File: config.mk
export PLATFORM = sky130hd
export DESIGN_NAME = flock_separation_force_flat
export DESIGN_NICKNAME = d
export VERILOG_FILES = /design/src/fsf_pkg.sv /design/src/fsf_in_if.sv /design/src/fsf_out_if.sv /design/src/fsf_cfg_if.sv /design/src/fsf_ctrl.sv /design/src/fsf_datapath.sv /design/src/flock_separation_force.sv /design/src/flat_wrapper.sv
export SDC_FILE = /design/constraint.sdc
export NUM_CORES = 2
export LEC_CHECK = 0
export BUFFER_PORTS_ARGS = -buffer_cell sky130_fd_sc_hd__buf_2
export CAP_MARGIN = 15
export CORE_ASPECT_RATIO = 1.75
export CORE_MARGIN = 5
export CORE_UTILIZATION = 28
export CTS_CLUSTER_DIAMETER = 80
export DETAILED_ROUTE_END_ITERATION = 8
export GPL_TIMING_DRIVEN = 0
export HOLD_SLACK_MARGIN = 0.15
export PLACE_DENSITY = 0.41
export SLEW_MARGIN = 20
export SYNTH_ARGS = -nofsm -noshare
export SYNTH_HDL_FRONTEND = slang
export SYNTH_SLANG_ARGS = --single-unit
File: constraint.sdc
create_clock -name clk -period 14.2 [get_ports clk]
set_clock_uncertainty 0.2 [all_clocks]
set_input_delay 2.84 -clock clk [delete_from_list [all_inputs] [get_ports clk]]
set_output_delay 2.84 -clock clk [all_outputs]
set_load 0.005 [all_outputs]
File: src/fsf_pkg.sv
package fsf_pkg;

  localparam int MAX_MEMBERS = 256;
  localparam int CNT_W       = $clog2(MAX_MEMBERS + 1);
  localparam int POS_W       = 24;
  localparam int DIFF_W      = POS_W + 1;
  localparam int SUM_W       = DIFF_W + $clog2(MAX_MEMBERS) + 1;
  localparam int MAG_W       = SUM_W - 1;
  localparam int RAD_W       = 23;
  localparam int MAXS_W      = 16;
  localparam int FORCE_W     = 17;
  localparam int CFG_IDX_W   = 2;
  localparam int CFG_DATA_W  = 23;

  localparam logic [CFG_IDX_W-1:0] REG_SEP_RADIUS = 2'd0;
  localparam logic [CFG_IDX_W-1:0] REG_MAX_SEP    = 2'd1;

  typedef enum logic [3:0] {
    OP_NONE  = 4'd0,
    OP_LOAD  = 4'd1,
    OP_SQX   = 4'd2,
    OP_SQY   = 4'd3,
    OP_SQR   = 4'd4,
    OP_CMP   = 4'd5,
    OP_MAG   = 4'd6,
    OP_NORM  = 4'd7,
    OP_SA    = 4'd8,
    OP_SB    = 4'd9,
    OP_SSUM  = 4'd10,
    OP_MA    = 4'd11,
    OP_MSQ   = 4'd12,
    OP_DINIT = 4'd13,
    OP_DIV   = 4'd14,
    OP_SINIT = 4'd15
  } op_base_t;

  typedef struct packed {
    op_base_t op;
    logic     sqrt_step;
    logic     store_q;
    logic     emit;
    logic     comp;
  } fsf_cmd_t;

  typedef struct packed {
    logic last;
    logic big;
    logic step_last_div;
    logic step_last_sqrt;
    logic out_free;
  } fsf_stat_t;

endpackage

File: src/fsf_in_if.sv
interface fsf_in_if;
  import fsf_pkg::*;
  logic                    valid;
  logic                    ready;
  logic signed [POS_W-1:0] self_x;
  logic signed [POS_W-1:0] self_y;
  logic signed [POS_W-1:0] other_x;
  logic signed [POS_W-1:0] other_y;
  logic                    is_self;
  logic                    last_member;
  modport source (output valid, self_x, self_y, other_x, other_y, is_self, last_member,
                  input ready);
  modport sink (input valid, self_x, self_y, other_x, other_y, is_self, last_member,
                output ready);
endinterface

File: src/fsf_out_if.sv
interface fsf_out_if;
  import fsf_pkg::*;
  logic                      valid;
  logic                      ready;
  logic signed [FORCE_W-1:0] force_x;
  logic signed [FORCE_W-1:0] force_y;
  modport source (output valid, force_x, force_y, input ready);
  modport sink (input valid, force_x, force_y, output ready);
endinterface

File: src/fsf_cfg_if.sv
interface fsf_cfg_if;
  import fsf_pkg::*;
  logic                  valid;
  logic                  ready;
  logic [CFG_IDX_W-1:0]  index;
  logic [CFG_DATA_W-1:0] data;
  modport source (output valid, index, data, input ready);
  modport sink (input valid, index, data, output ready);
endinterface

File: src/fsf_ctrl.sv
module fsf_ctrl
  import fsf_pkg::*;
(
  input  logic      clk,
  input  logic      rst_n,
  input  logic      in_valid,
  output logic      in_ready,
  input  fsf_stat_t stat,
  output fsf_cmd_t  cmd
);

  typedef enum logic [16:0] {
    ST_IDLE  = 17'h00001,
    ST_SQX   = 17'h00002,
    ST_SQY   = 17'h00004,
    ST_SQR   = 17'h00008,
    ST_CMP   = 17'h00010,
    ST_MAG   = 17'h00020,
    ST_NORM  = 17'h00040,
    ST_SB    = 17'h00080,
    ST_SSUM  = 17'h00100,
    ST_MA    = 17'h00200,
    ST_MSQ   = 17'h00400,
    ST_DINIT = 17'h00800,
    ST_DIV   = 17'h01000,
    ST_SINIT = 17'h02000,
    ST_SQRT  = 17'h04000,
    ST_STQ   = 17'h08000,
    ST_OUT   = 17'h10000
  } state_t;

  state_t state_r, state_nxt;
  logic   comp_r, comp_nxt;

  assign in_ready = (state_r == ST_IDLE);

  always_comb begin
    state_nxt     = state_r;
    comp_nxt      = comp_r;
    cmd.op        = OP_NONE;
    cmd.sqrt_step = 1'b0;
    cmd.store_q   = 1'b0;
    cmd.emit      = 1'b0;
    cmd.comp      = comp_r;
    case (state_r)
      ST_IDLE: begin
        if (in_valid) begin
          cmd.op    = OP_LOAD;
          state_nxt = ST_SQX;
        end
      end
      ST_SQX: begin
        cmd.op    = OP_SQX;
        state_nxt = ST_SQY;
      end
      ST_SQY: begin
        cmd.op    = OP_SQY;
        state_nxt = ST_SQR;
      end
      ST_SQR: begin
        cmd.op    = OP_SQR;
        state_nxt = ST_CMP;
      end
      ST_CMP: begin
        cmd.op    = OP_CMP;
        state_nxt = stat.last ? ST_MAG : ST_IDLE;
      end
      ST_MAG: begin
        cmd.op    = OP_MAG;
        state_nxt = ST_NORM;
      end
      ST_NORM: begin
        if (stat.big) begin
          cmd.op = OP_NORM;
        end else begin
          cmd.op    = OP_SA;
          state_nxt = ST_SB;
        end
      end
      ST_SB: begin
        cmd.op    = OP_SB;
        state_nxt = ST_SSUM;
      end
      ST_SSUM: begin
        cmd.op    = OP_SSUM;
        comp_nxt  = 1'b0;
        state_nxt = ST_MA;
      end
      ST_MA: begin
        cmd.op    = OP_MA;
        state_nxt = ST_MSQ;
      end
      ST_MSQ: begin
        cmd.op    = OP_MSQ;
        state_nxt = ST_DINIT;
      end
      ST_DINIT: begin
        cmd.op    = OP_DINIT;
        state_nxt = ST_DIV;
      end
      ST_DIV: begin
        cmd.op = OP_DIV;
        if (stat.step_last_div) begin
          state_nxt = ST_SINIT;
        end
      end
      ST_SINIT: begin
        cmd.op    = OP_SINIT;
        state_nxt = ST_SQRT;
      end
      ST_SQRT: begin
        cmd.sqrt_step = 1'b1;
        if (stat.step_last_sqrt) begin
          state_nxt = ST_STQ;
        end
      end
      ST_STQ: begin
        cmd.store_q = 1'b1;
        if (comp_r) begin
          state_nxt = ST_OUT;
        end else begin
          comp_nxt  = 1'b1;
          state_nxt = ST_MA;
        end
      end
      ST_OUT: begin
        if (stat.out_free) begin
          cmd.emit  = 1'b1;
          state_nxt = ST_IDLE;
        end
      end
      default: begin
        state_nxt = ST_IDLE;
      end
    endcase
  end

  always_ff @(posedge clk) begin
    if (!rst_n) begin
      state_r <= ST_IDLE;
      comp_r  <= 1'b0;
    end else begin
      state_r <= state_nxt;
      comp_r  <= comp_nxt;
    end
  end

  // result only after the last member has been through the compare
  a_emit_after_last: assert property (@(posedge clk) disable iff (!rst_n)
    (state_r == ST_CMP && !stat.last) |=> (state_r == ST_IDLE))
    else $error("query closed without last member");

  a_no_accept_busy: assert property (@(posedge clk) disable iff (!rst_n)
    (cmd.op == OP_LOAD) |-> (state_r == ST_IDLE))
    else $error("item taken while busy");

  a_emit_free: assert property (@(posedge clk) disable iff (!rst_n)
    cmd.emit |-> stat.out_free)
    else $error("result emitted into a full output register");

endmodule

File: src/fsf_datapath.sv
module fsf_datapath
  import fsf_pkg::*;
(
  input  logic                      clk,
  input  logic                      rst_n,
  input  fsf_cmd_t                  cmd,
  output fsf_stat_t                 stat,
  input  logic signed [POS_W-1:0]   self_x,
  input  logic signed [POS_W-1:0]   self_y,
  input  logic signed [POS_W-1:0]   other_x,
  input  logic signed [POS_W-1:0]   other_y,
  input  logic                      is_self,
  input  logic                      last_member,
  input  logic                      cfg_we,
  input  logic [CFG_IDX_W-1:0]      cfg_index,
  input  logic [CFG_DATA_W-1:0]     cfg_data,
  output logic                      out_valid,
  input  logic                      out_ready,
  output logic signed [FORCE_W-1:0] force_x,
  output logic signed [FORCE_W-1:0] force_y
);

  logic [RAD_W-1:0]         radius_r;
  logic [MAXS_W-1:0]        maxsep_r;
  logic signed [DIFF_W-1:0] dx_r, dy_r;
  logic [POS_W-1:0]         adx_r, ady_r;
  logic                     skip_r, last_r;
  logic [63:0]              prod_r;
  logic [48:0]              d2_r;
  logic signed [SUM_W-1:0]  sum_x_r, sum_y_r;
  logic [CNT_W-1:0]         cnt_r;
  logic [MAG_W-1:0]         a_r, b_r;
  logic [32:0]              s_r;
  logic [32:0]              rem_r;
  logic [31:0]              n_r;
  logic [16:0]              srem_r;
  logic [15:0]              root_r;
  logic [4:0]               step_r;
  logic [15:0]              qx_r, qy_r;
  logic                     out_valid_r;
  logic signed [FORCE_W-1:0] fx_r, fy_r;

  logic signed [DIFF_W-1:0] dx_w, dy_w;
  logic [31:0]              mul_a, mul_b;
  logic [63:0]              mul_p;
  logic [33:0]              div_w;
  logic                     div_ge;
  logic [18:0]              sq_w;
  logic [18:0]              sq_trial;
  logic                     sq_ge;
  logic [15:0]              q_w;
  logic [FORCE_W-1:0]       qx_ext, qy_ext;

  assign dx_w = DIFF_W'(other_x) - DIFF_W'(self_x);
  assign dy_w = DIFF_W'(other_y) - DIFF_W'(self_y);

  always_comb begin
    mul_a = '0;
    mul_b = '0;
    case (cmd.op)
      OP_SQX: begin
        mul_a = 32'(adx_r);
        mul_b = 32'(adx_r);
      end
      OP_SQY: begin
        mul_a = 32'(ady_r);
        mul_b = 32'(ady_r);
      end
      OP_SQR: begin
        mul_a = 32'(radius_r);
        mul_b = 32'(radius_r);
      end
      OP_SA: begin
        mul_a = 32'(a_r[15:0]);
        mul_b = 32'(a_r[15:0]);
      end
      OP_SB: begin
        mul_a = 32'(b_r[15:0]);
        mul_b = 32'(b_r[15:0]);
      end
      OP_MA: begin
        mul_a = 32'(maxsep_r);
        mul_b = cmd.comp ? 32'(b_r[15:0]) : 32'(a_r[15:0]);
      end
      OP_MSQ: begin
        mul_a = prod_r[31:0];
        mul_b = prod_r[31:0];
      end
      default: begin
        mul_a = '0;
        mul_b = '0;
      end
    endcase
  end

  assign mul_p = mul_a * mul_b;

  assign div_w  = {rem_r, n_r[31]};
  assign div_ge = (div_w >= {1'b0, s_r});

  assign sq_w     = {srem_r, n_r[31:30]};
  assign sq_trial = {1'b0, root_r, 2'b01};
  assign sq_ge    = (sq_w >= sq_trial);

  assign q_w    = (s_r == '0) ? '0 : root_r;
  assign qx_ext = FORCE_W'(qx_r);
  assign qy_ext = FORCE_W'(qy_r);

  always_ff @(posedge clk) begin
    if (!rst_n) begin
      radius_r <= '0;
      maxsep_r <= '0;
    end else if (cfg_we) begin
      if (cfg_index == REG_SEP_RADIUS) begin
        radius_r <= cfg_data[RAD_W-1:0];
      end else if (cfg_index == REG_MAX_SEP) begin
        maxsep_r <= cfg_data[MAXS_W-1:0];
      end
    end
  end

  always_ff @(posedge clk) begin
    if (!rst_n) begin
      sum_x_r     <= '0;
      sum_y_r     <= '0;
      cnt_r       <= '0;
      out_valid_r <= 1'b0;
    end else begin
      if (cmd.op == OP_CMP && !skip_r && ({15'd0, d2_r} <= prod_r)
          && cnt_r < CNT_W'(MAX_MEMBERS)) begin
        sum_x_r <= sum_x_r + SUM_W'(dx_r);
        sum_y_r <= sum_y_r + SUM_W'(dy_r);
        cnt_r   <= cnt_r + 1'b1;
      end
      if (cmd.emit) begin
        sum_x_r     <= '0;
        sum_y_r     <= '0;
        cnt_r       <= '0;
        out_valid_r <= 1'b1;
      end else if (out_ready) begin
        out_valid_r <= 1'b0;
      end
    end
  end

  always_ff @(posedge clk) begin
    case (cmd.op)
      OP_LOAD: begin
        dx_r   <= dx_w;
        dy_r   <= dy_w;
        adx_r  <= dx_w[DIFF_W-1] ? POS_W'(-dx_w) : POS_W'(dx_w);
        ady_r  <= dy_w[DIFF_W-1] ? POS_W'(-dy_w) : POS_W'(dy_w);
        skip_r <= is_self;
        last_r <= last_member;
      end
      OP_SQX: prod_r <= mul_p;
      OP_SQY: begin
        d2_r   <= 49'(prod_r[47:0]);
        prod_r <= mul_p;
      end
      OP_SQR: begin
        d2_r   <= d2_r + 49'(prod_r[47:0]);
        prod_r <= mul_p;
      end
      OP_MAG: begin
        a_r <= sum_x_r[SUM_W-1] ? MAG_W'(-sum_x_r) : MAG_W'(sum_x_r);
        b_r <= sum_y_r[SUM_W-1] ? MAG_W'(-sum_y_r) : MAG_W'(sum_y_r);
      end
      OP_NORM: begin
        a_r <= a_r >> 1;
        b_r <= b_r >> 1;
      end
      OP_SA: prod_r <= mul_p;
      OP_SB: begin
        s_r    <= 33'(prod_r[31:0]);
        prod_r <= mul_p;
      end
      OP_SSUM: s_r <= s_r + 33'(prod_r[31:0]);
      OP_MA:   prod_r <= mul_p;
      OP_MSQ:  prod_r <= mul_p;
      OP_DINIT: begin
        rem_r  <= 33'(prod_r[63:32]);
        n_r    <= prod_r[31:0];
        step_r <= '0;
      end
      OP_DIV: begin
        rem_r  <= div_ge ? 33'(div_w - {1'b0, s_r}) : div_w[32:0];
        n_r    <= {n_r[30:0], div_ge};
        step_r <= step_r + 1'b1;
      end
      OP_SINIT: begin
        srem_r <= '0;
        root_r <= '0;
        step_r <= '0;
      end
      default: begin
      end
    endcase
    if (cmd.sqrt_step) begin
      srem_r <= sq_ge ? 17'(sq_w - sq_trial) : sq_w[16:0];
      root_r <= {root_r[14:0], sq_ge};
      n_r    <= {n_r[29:0], 2'b00};
      step_r <= step_r + 1'b1;
    end
    if (cmd.store_q) begin
      if (cmd.comp) begin
        qy_r <= q_w;
      end else begin
        qx_r <= q_w;
      end
    end
    if (cmd.emit) begin
      fx_r <= (sum_x_r > 0) ? -qx_ext : qx_ext;
      fy_r <= (sum_y_r > 0) ? -qy_ext : qy_ext;
    end
  end

  assign stat.last           = last_r;
  assign stat.big            = ((a_r | b_r) >> 16) != '0;
  assign stat.step_last_div  = (step_r == 5'd31);
  assign stat.step_last_sqrt = (step_r == 5'd15);
  assign stat.out_free       = !out_valid_r || out_ready;

  assign out_valid = out_valid_r;
  assign force_x   = fx_r;
  assign force_y   = fy_r;

  a_cnt_bound: assert property (@(posedge clk) disable iff (!rst_n)
    cnt_r <= CNT_W'(MAX_MEMBERS))
    else $error("neighbour count past limit");

  a_clear_after_emit: assert property (@(posedge clk) disable iff (!rst_n)
    cmd.emit |=> (sum_x_r == '0 && sum_y_r == '0 && cnt_r == '0 && out_valid_r))
    else $error("accumulators not cleared after result");

  a_hold_stalled: assert property (@(posedge clk) disable iff (!rst_n)
    (out_valid_r && !out_ready && !cmd.emit) |=> (out_valid_r && $stable(fx_r)))
    else $error("stalled result changed");

endmodule

File: src/flock_separation_force.sv
// boids separation force for one follower
// in_ch carries one flock member per beat together with the follower position;
// the beat flagged last_member closes the query and one force leaves on out_ch
// cfg_ch writes separation_radius (index 0) and max_separation (index 1);
// cfg_ch.ready is always high, write only while the block is idle
// per member: one shared multiplier does dx^2, dy^2 and r^2 in turn, then
// compare and accumulate, before the block is ready again
// closing a query: after the last member's compare the sums are shifted down
// one bit at a time (up to 17 bits) until they fit in 16 bits, then the
// bit-serial 32 step divider and 16 step square root run once for each
// force component
// reset clears the radius, max separation, sums, count and output valid
// the result sits in an output register; the next query's members are taken
// while it waits, and a new result waits in place until the output register is empty or out_ch.ready is seen
module flock_separation_force
  import fsf_pkg::*;
(
  input  logic  clk,
  input  logic  rst_n,
  fsf_in_if.sink    in_ch,
  fsf_out_if.source out_ch,
  fsf_cfg_if.sink   cfg_ch
);

  fsf_cmd_t  cmd;
  fsf_stat_t stat;
  logic      in_ready;

  assign in_ch.ready  = in_ready;
  assign cfg_ch.ready = 1'b1;

  fsf_ctrl u_ctrl (
    .clk      (clk),
    .rst_n    (rst_n),
    .in_valid (in_ch.valid),
    .in_ready (in_ready),
    .stat     (stat),
    .cmd      (cmd)
  );

  fsf_datapath u_dp (
    .clk         (clk),
    .rst_n       (rst_n),
    .cmd         (cmd),
    .stat        (stat),
    .self_x      (in_ch.self_x),
    .self_y      (in_ch.self_y),
    .other_x     (in_ch.other_x),
    .other_y     (in_ch.other_y),
    .is_self     (in_ch.is_self),
    .last_member (in_ch.last_member),
    .cfg_we      (cfg_ch.valid),
    .cfg_index   (cfg_ch.index),
    .cfg_data    (cfg_ch.data),
    .out_valid   (out_ch.valid),
    .out_ready   (out_ch.ready),
    .force_x     (out_ch.force_x),
    .force_y     (out_ch.force_y)
  );

endmodule
File: src/flat_wrapper.sv
// flat-port wrapper written by rule: the top's interface ports become plain ports
module flock_separation_force_flat import fsf_pkg::*;
  (clk, rst_n, in_ch_valid, in_ch_self_x, in_ch_self_y, in_ch_other_x, in_ch_other_y, in_ch_is_self, in_ch_last_member, in_ch_ready, out_ch_valid, out_ch_force_x, out_ch_force_y, out_ch_ready, cfg_ch_valid, cfg_ch_index, cfg_ch_data, cfg_ch_ready);
  fsf_in_if in_ch_i ();
  fsf_out_if out_ch_i ();
  fsf_cfg_if cfg_ch_i ();
  input  logic clk;
  input  logic rst_n;
  input wire logic [$bits(in_ch_i.valid)-1:0] in_ch_valid;
  input wire logic [$bits(in_ch_i.self_x)-1:0] in_ch_self_x;
  input wire logic [$bits(in_ch_i.self_y)-1:0] in_ch_self_y;
  input wire logic [$bits(in_ch_i.other_x)-1:0] in_ch_other_x;
  input wire logic [$bits(in_ch_i.other_y)-1:0] in_ch_other_y;
  input wire logic [$bits(in_ch_i.is_self)-1:0] in_ch_is_self;
  input wire logic [$bits(in_ch_i.last_member)-1:0] in_ch_last_member;
  output wire logic [$bits(in_ch_i.ready)-1:0] in_ch_ready;
  output wire logic [$bits(out_ch_i.valid)-1:0] out_ch_valid;
  output wire logic [$bits(out_ch_i.force_x)-1:0] out_ch_force_x;
  output wire logic [$bits(out_ch_i.force_y)-1:0] out_ch_force_y;
  input wire logic [$bits(out_ch_i.ready)-1:0] out_ch_ready;
  input wire logic [$bits(cfg_ch_i.valid)-1:0] cfg_ch_valid;
  input wire logic [$bits(cfg_ch_i.index)-1:0] cfg_ch_index;
  input wire logic [$bits(cfg_ch_i.data)-1:0] cfg_ch_data;
  output wire logic [$bits(cfg_ch_i.ready)-1:0] cfg_ch_ready;
  assign in_ch_i.valid = in_ch_valid;
  assign in_ch_i.self_x = in_ch_self_x;
  assign in_ch_i.self_y = in_ch_self_y;
  assign in_ch_i.other_x = in_ch_other_x;
  assign in_ch_i.other_y = in_ch_other_y;
  assign in_ch_i.is_self = in_ch_is_self;
  assign in_ch_i.last_member = in_ch_last_member;
  assign in_ch_ready = in_ch_i.ready;
  assign out_ch_valid = out_ch_i.valid;
  assign out_ch_force_x = out_ch_i.force_x;
  assign out_ch_force_y = out_ch_i.force_y;
  assign out_ch_i.ready = out_ch_ready;
  assign cfg_ch_i.valid = cfg_ch_valid;
  assign cfg_ch_i.index = cfg_ch_index;
  assign cfg_ch_i.data = cfg_ch_data;
  assign cfg_ch_ready = cfg_ch_i.ready;
  flock_separation_force u_core (.clk(clk), .rst_n(rst_n), .in_ch(in_ch_i), .out_ch(out_ch_i), .cfg_ch(cfg_ch_i));
endmodule
Word level (Yosys, flattened, before mapping)
Index checks and enable logic that the tools add are counted.

operators by class
  add/sub/neg operators = 16
  $mul = 1
  order comparisons = 6
  equal/unequal tests = 40
  mux-type cells = 43
  bitwise gates (word level) = 4
  reductions and logical operators = 26

operators by type and width
  operator               number
  $pmux W32 S7           2
  $pmux W17 S17          1
  $pmux W33 S2           4
  $mux W17               9
  $mux W33               3
  $pmux W49 S2           1
  $mux W16               6
  $add A34 B25 Y34       2
  $gt A34 B1 Y1 const B  2
  $neg A33 Y33           2
  $le A49 B64 Y1         1
  $mul A32 B32 Y64       1
  $pmux W32 S2           1
  $pmux W4 S14           1
  $sub A24 B24 Y25       2
  $add A49 B48 Y49       1
  $mux W24               2
  $neg A24 Y24           2
  $ge A34 B33 Y1         1
  $neg A16 Y17           2
  $add A33 B32 Y33       1
  $logic_not A33 Y1      1
  $or A33 B33 Y33        1
  $reduce_bool A33 Y1    1
  other kinds (51)       86

storage, ports and cells
  flip-flop bits (word level) = 616
  bits of input ports = 128
  output and inout port bits = 37
  word-level logic and storage cells = 167

Depth between registers and ports, before layout
  word-level depth = 8
  gate-level depth with buffers = 40
  gate-level depth less buffers = 36

Cells and area by module
A second synthesis with hierarchy kept.

second synthesis, totals
  cell total of the unflattened synthesis = 7883
  area total of the unflattened synthesis = 71698.8 sq um

by module, submodules not included
  module                  instances  cells each  area each (sq um)  sequential area each (sq um)
  fsf_datapath            1          7755        70622.7            16706.0
  fsf_ctrl                1          126         1064.8             360.3
  flock_separation_force  1          2           11.3               0.0

Worst setup path after synthesis
Ideal clock, no wire load.

  path type = register to register
  start = reg u_core.u_ctrl.state_r[8]
  end = reg u_core.u_dp.prod_r[63], data pin
  library setup time = 0.260 ns
  arrival = 9.364 ns
  required time = 13.740 ns
  slack = 4.376 ns
  cell stages (with the launch flop) = 36
  path buffers = 3
  clock period less this slack = 9.824 ns
  path through = dfxtp_1 > clkbuf_1 > nor4_2 > nand4_1 > or3_1 > nor3b_2 > buf_2 > a222oi_1 > and2_1 > nand2_1 > clkbuf_1 > nand2_1 > fa_1 > inv_1 > fa_1 > inv_1 > fa_1 > fa_1 > inv_1 > fa_1 > fa_1 > fa_1 > inv_1 > fa_1 > inv_1 > ha_1 > nand2_1 > o21ai_0 > a211o_1 > o22ai_1 > or3_1 > o41ai_1 > nand4_1 > a41oi_1 > o221ai_1 > xnor2_1

between the ends
  word-level cells in the longest chain between the ends = 5
  elaborated cells between the ends (all ways) = 25
  those cells by class = mul (1); eq/ne (21); mux (3)

ends and longest elaborated chain
  what                                    line                 text
  from (decl)                             fsf_ctrl.sv:32       state_t state_r, state_nxt;
  from (signal assigned)                  fsf_ctrl.sv:143      state_r <= state_nxt;
  $eq A17 B14 Y1 (tied with other cells)  fsf_ctrl.sv:45       case (state_r)
  $pmux W4 S14 *                          fsf_ctrl.sv:45
  $eq A4 B4 Y1 (tied with other cells)    fsf_datapath.sv:60   case (cmd.op)
  $pmux W32 S7                            fsf_datapath.sv:60
  $mul A32 B32 Y64 *                      fsf_datapath.sv:96   assign mul_p = mul_a * mul_b;
  named net u_core.u_dp.mul_p[63]         fsf_datapath.sv:45   logic [63:0] mul_p;
  to (signal assigned)                    fsf_datapath.sv:156  OP_SQX: prod_r <= mul_p;
  to (signal assigned)                    fsf_datapath.sv:159  prod_r <= mul_p;
  to (signal assigned)                    fsf_datapath.sv:163  prod_r <= mul_p;
  to (decl)                               fsf_datapath.sv:28   logic [63:0] prod_r;

The timed path passes the listed nets; every way through them passes the cells marked *.
A chain may end at the register's enable or synchronous reset.

Worst setup path after layout
  start = reg u_core.u_ctrl.state_r[0]
  end = reg u_core.u_dp.prod_r[63], data pin

The elaborated chain is that of the path after synthesis.

==> flow_summary.json <==
{
  "crit_required_ns": 14.42,
  "multi_input_area_mm2": 0.0486,
  "syn_nets": 9547,
  "die_y_um": 680,
  "status": "complete, no violations",
  "synthTopCellsByArea": "fa_1 24%, edfxtp_1 20%, ha_1 9.9%",
  "ys_seq_area_share_pct": 23.8,
  "grt_pass1_wl_um": 443000,
  "worst_pin_slew_ns": 1.27,
  "cts_setup_buffers": 0,
  "crit_start": "u_core.u_ctrl.state_r[0]",
  "worstReg2RegStart": "u_core.u_ctrl.state_r[0]",
  "synth_cell_types": 98,
  "clockBufferDepth": 3,
  "coreArea_mm2": 0.255,
  "synth_top_area_cell": "fa_1",
  "initialDrtViolationCount": 3409,
  "dr.pass1.iters": 7,
  "hp-start": "u_core.u_dp.radius_r[14]",
  "peakVddDrop_v": 0.0000831,
  "numClockSinks": 614,
  "cp_slowest_stage_delay_ns": 0.94,
  "cts_buffers": 75,
  "p_per_area_mw_per_mm2": 63.9,
  "r2r_slack_ns": 0.28,
  "routabilityCongestion": 1.01,
  "slew_violations": 0,
  "syn-instance-count": 7982,
  "hp-class": "reg -> reg",
  "grt.overflow.total": 0,
  "routed_via_density": 5.02,
  "holdPathEnd": "u_core.u_dp.radius_r[14]",
  "place_area_mm2": 0.0774,
  "core.rowCount": 245,
  "holdPathStages": 2,
  "initial_utilization_pct": 28.2,
  "r2r.worst_path.cells": 35,
  "r2r_end": "u_core.u_dp.prod_r[63]",
  "clock.fmax_ghz": 0.0718,
  "avgSynthCellArea_um2": 8.99,
  "cp-end-kind": "register",
  "cp-start-kind": "register",
  "crit_path_max_fanout": 10,
  "path_clk_slew_ns": 0.06,
  "port_buffers": 162,
  "rsz0062_at_grt": "no",
  "synth_area_mm2": 0.0717,
  "cts_hold_buf": 0,
  "min_period_ns": 13.92,
  "num_io_pins": 165,
  "root_buffer": "clkbuf_16",
  "cellLeakagePower_nw": 36.0,
  "worst_slew_margin_rel_pct": 15.3,
  "drc": 0,
  "yosysWarnings": 0,
  "die_x_um": 393,
  "drive_gt1_share_pct": 5.45,
  "fin_crit_sh_pct": 98.0,
  "setup_viol": 0,
  "layoutNonFillerInstCount": 11647,
  "grt_use_total_pct": 23.1,
  "critPathMostFrequentCell": "fa_1",
  "tritoncts": "done",
  "fill_cells": 26894,
  "register_area_mm2": 0.0171,
  "dp_hpwl_um": 263000,
  "dieArea_mm2": 0.267,
  "antenna_found_initial": 11,
  "h-tree-depth": 3,
  "crit_path_top_delay_cell": "clkbuf_1",
  "synth_ff_type": "edfxtp_1",
  "place_ws_ns": -0.152,
  "critical_path_class": "reg -> reg",
  "finalWorstSetupSlack_ns": 0.279,
  "netlist.area_leader.share_pct": 24.3,
  "area.growth.synth_to_final_pct": 11.5,
  "synth_edf_count": 477,
  "final_cell_area_mm2": 0.0800,
  "wl_per_cell_um": 26.9,
  "fin_tns_setup_ns": 0,
  "synth_commonest_cells": "1325 x inv_1, 928 x nand2_1, 872 x fa_1, 818 x nor2_1, 565 x ha_1",
  "dp.cells": 11505,
  "first_global_vias": 62607,
  "synth-seq-cells": 614,
  "final_util_pct": 31.4,
  "crit_arrival_ns": 14.14,
  "insertion_delay_ns": 0.69,
  "finalPower_mw": 5.11,
  "grt_max_degree": 50,
  "vias": 58489,
  "wl_um": 313000,
  "final_nets": 9813,
  "hold_slack_ns": 0.269,
  "yosysMostFrequentCell": "inv_1",
  "async_reset_ff_share_pct": 0,
  "ant_nets": 0,
  "hold_violations": 0,
  "maxCapViolCount": 0
}
placed cells by master (no fill, tap or decap), types with 137 or more instances in the layout:
cell type  synthesis  final
a21oi_1          417    417
buf_2             16    179
clkbuf_1         271    256
dfxtp_1          137    137
edfxtp_1         477    477
fa_1             872    872
ha_1             565    565
inv_1           1325   1325
nand2_1          928    926
nor2_1           818    816
o21ai_0          352    345
xnor2_1          254    254
xor2_1           137    137
layer usage:
metal  GRT usage, %  up-vias  share of wire (%)
li1               -    26750                  -
met1           22.8    29464                 33
met2           44.8     1625                 54
met3           2.18      646                3.6
met4           16.2        4                9.1
met5              0        -             0.0083
logic make-up (layout without fill, tap and decap cells):
logic type	Yosys count	in the layout	share of synthesized area [%]
AOI/OAI and AO/OA	1401	1401	12.4
buffers and inverters	1643	1970	8.64
and+or+nand+nor	2399	2399	14.8
xor gates and xnor gates	394	394	4.84
muxes	93	93	1.32
adders and majority gates	1437	1437	34.2
other	1	5	0.00523
DFF	614	614	23.8
final cells by class:
cell class / count / share of cell area [%]
Inverter: 1329 / 6.24
Buffer: 314 / 1.56
Multi-Input combinational cell: 5725 / 60.8
Clock buffer: 86 / 2.45
Clock inverter: 52 / 0.721
Sequential cell: 614 / 21.3
Tap cell: 3334 / 5.22
Antenna cell: 4 / 0.0125
Timing Repair Buffer: 189 / 1.68
sequential cells by signal, indices dropped and copies added, names as in the netlist, 17 cells and up:
signal,cells
u_core.u_ctrl.state_r,17
u_core.u_dp.b_r,33
u_core.u_dp.radius_r,23
u_core.u_dp.prod_r,64
u_core.u_dp.rem_r,33
u_core.u_dp.srem_r,17
u_core.u_dp.force_x,17
u_core.u_dp.n_r,32
u_core.u_dp.dy_r,24
u_core.u_dp.a_r,33
u_core.u_dp.ady_r,24
u_core.u_dp.d2_r,49
u_core.u_dp.sum_x_r,34
u_core.u_dp.s_r,33
u_core.u_dp.force_y,17
u_core.u_dp.sum_y_r,34
u_core.u_dp.dx_r,25
u_core.u_dp.adx_r,23
what timing repair did:
action | in CTS | in global routing
pin swaps | 0 | 0
gates resized for setup | 1 | 10
setup endpoints to repair | 1 | 6
worst max path at each step:
stage / end / slack (ns)
CTS: u_core.u_dp.prod_r[60] / 0.09
finish: u_core.u_dp.prod_r[63] / 0.28
global route: u_core.u_dp.prod_r[63] / 0.02
detailed placement: u_core.u_dp.prod_r[63] / -0.15
floorplan: u_core.u_dp.prod_r[63] / 4.38
global placement: u_core.u_dp.prod_r[63] / -0.41
report_power, final:
group / total [mW] / leakage (nW) / switching [mW] / internal, mW
registers: 2.14 / 5.34 / 0.105 / 2.03
clock network: 2.03 / 1.22 / 0.889 / 1.14
logic: 0.949 / 29.5 / 0.665 / 0.284
total: 5.11 / 36.0 / 1.66 / 3.45
critical path, delay by kind of cell (launching register included):
family	cells	cell delay (ns)
AO/OA/AOI/OAI	7	2.20
XOR/XNOR	1	0.16
adder cells (fa/ha/maj)	9	4.48
buffers and inverters	8	1.95
flip-flops	1	0.36
AND/OR/NAND/NOR	10	4.28
No activity file was read; power rests on OpenSTA's default activity.
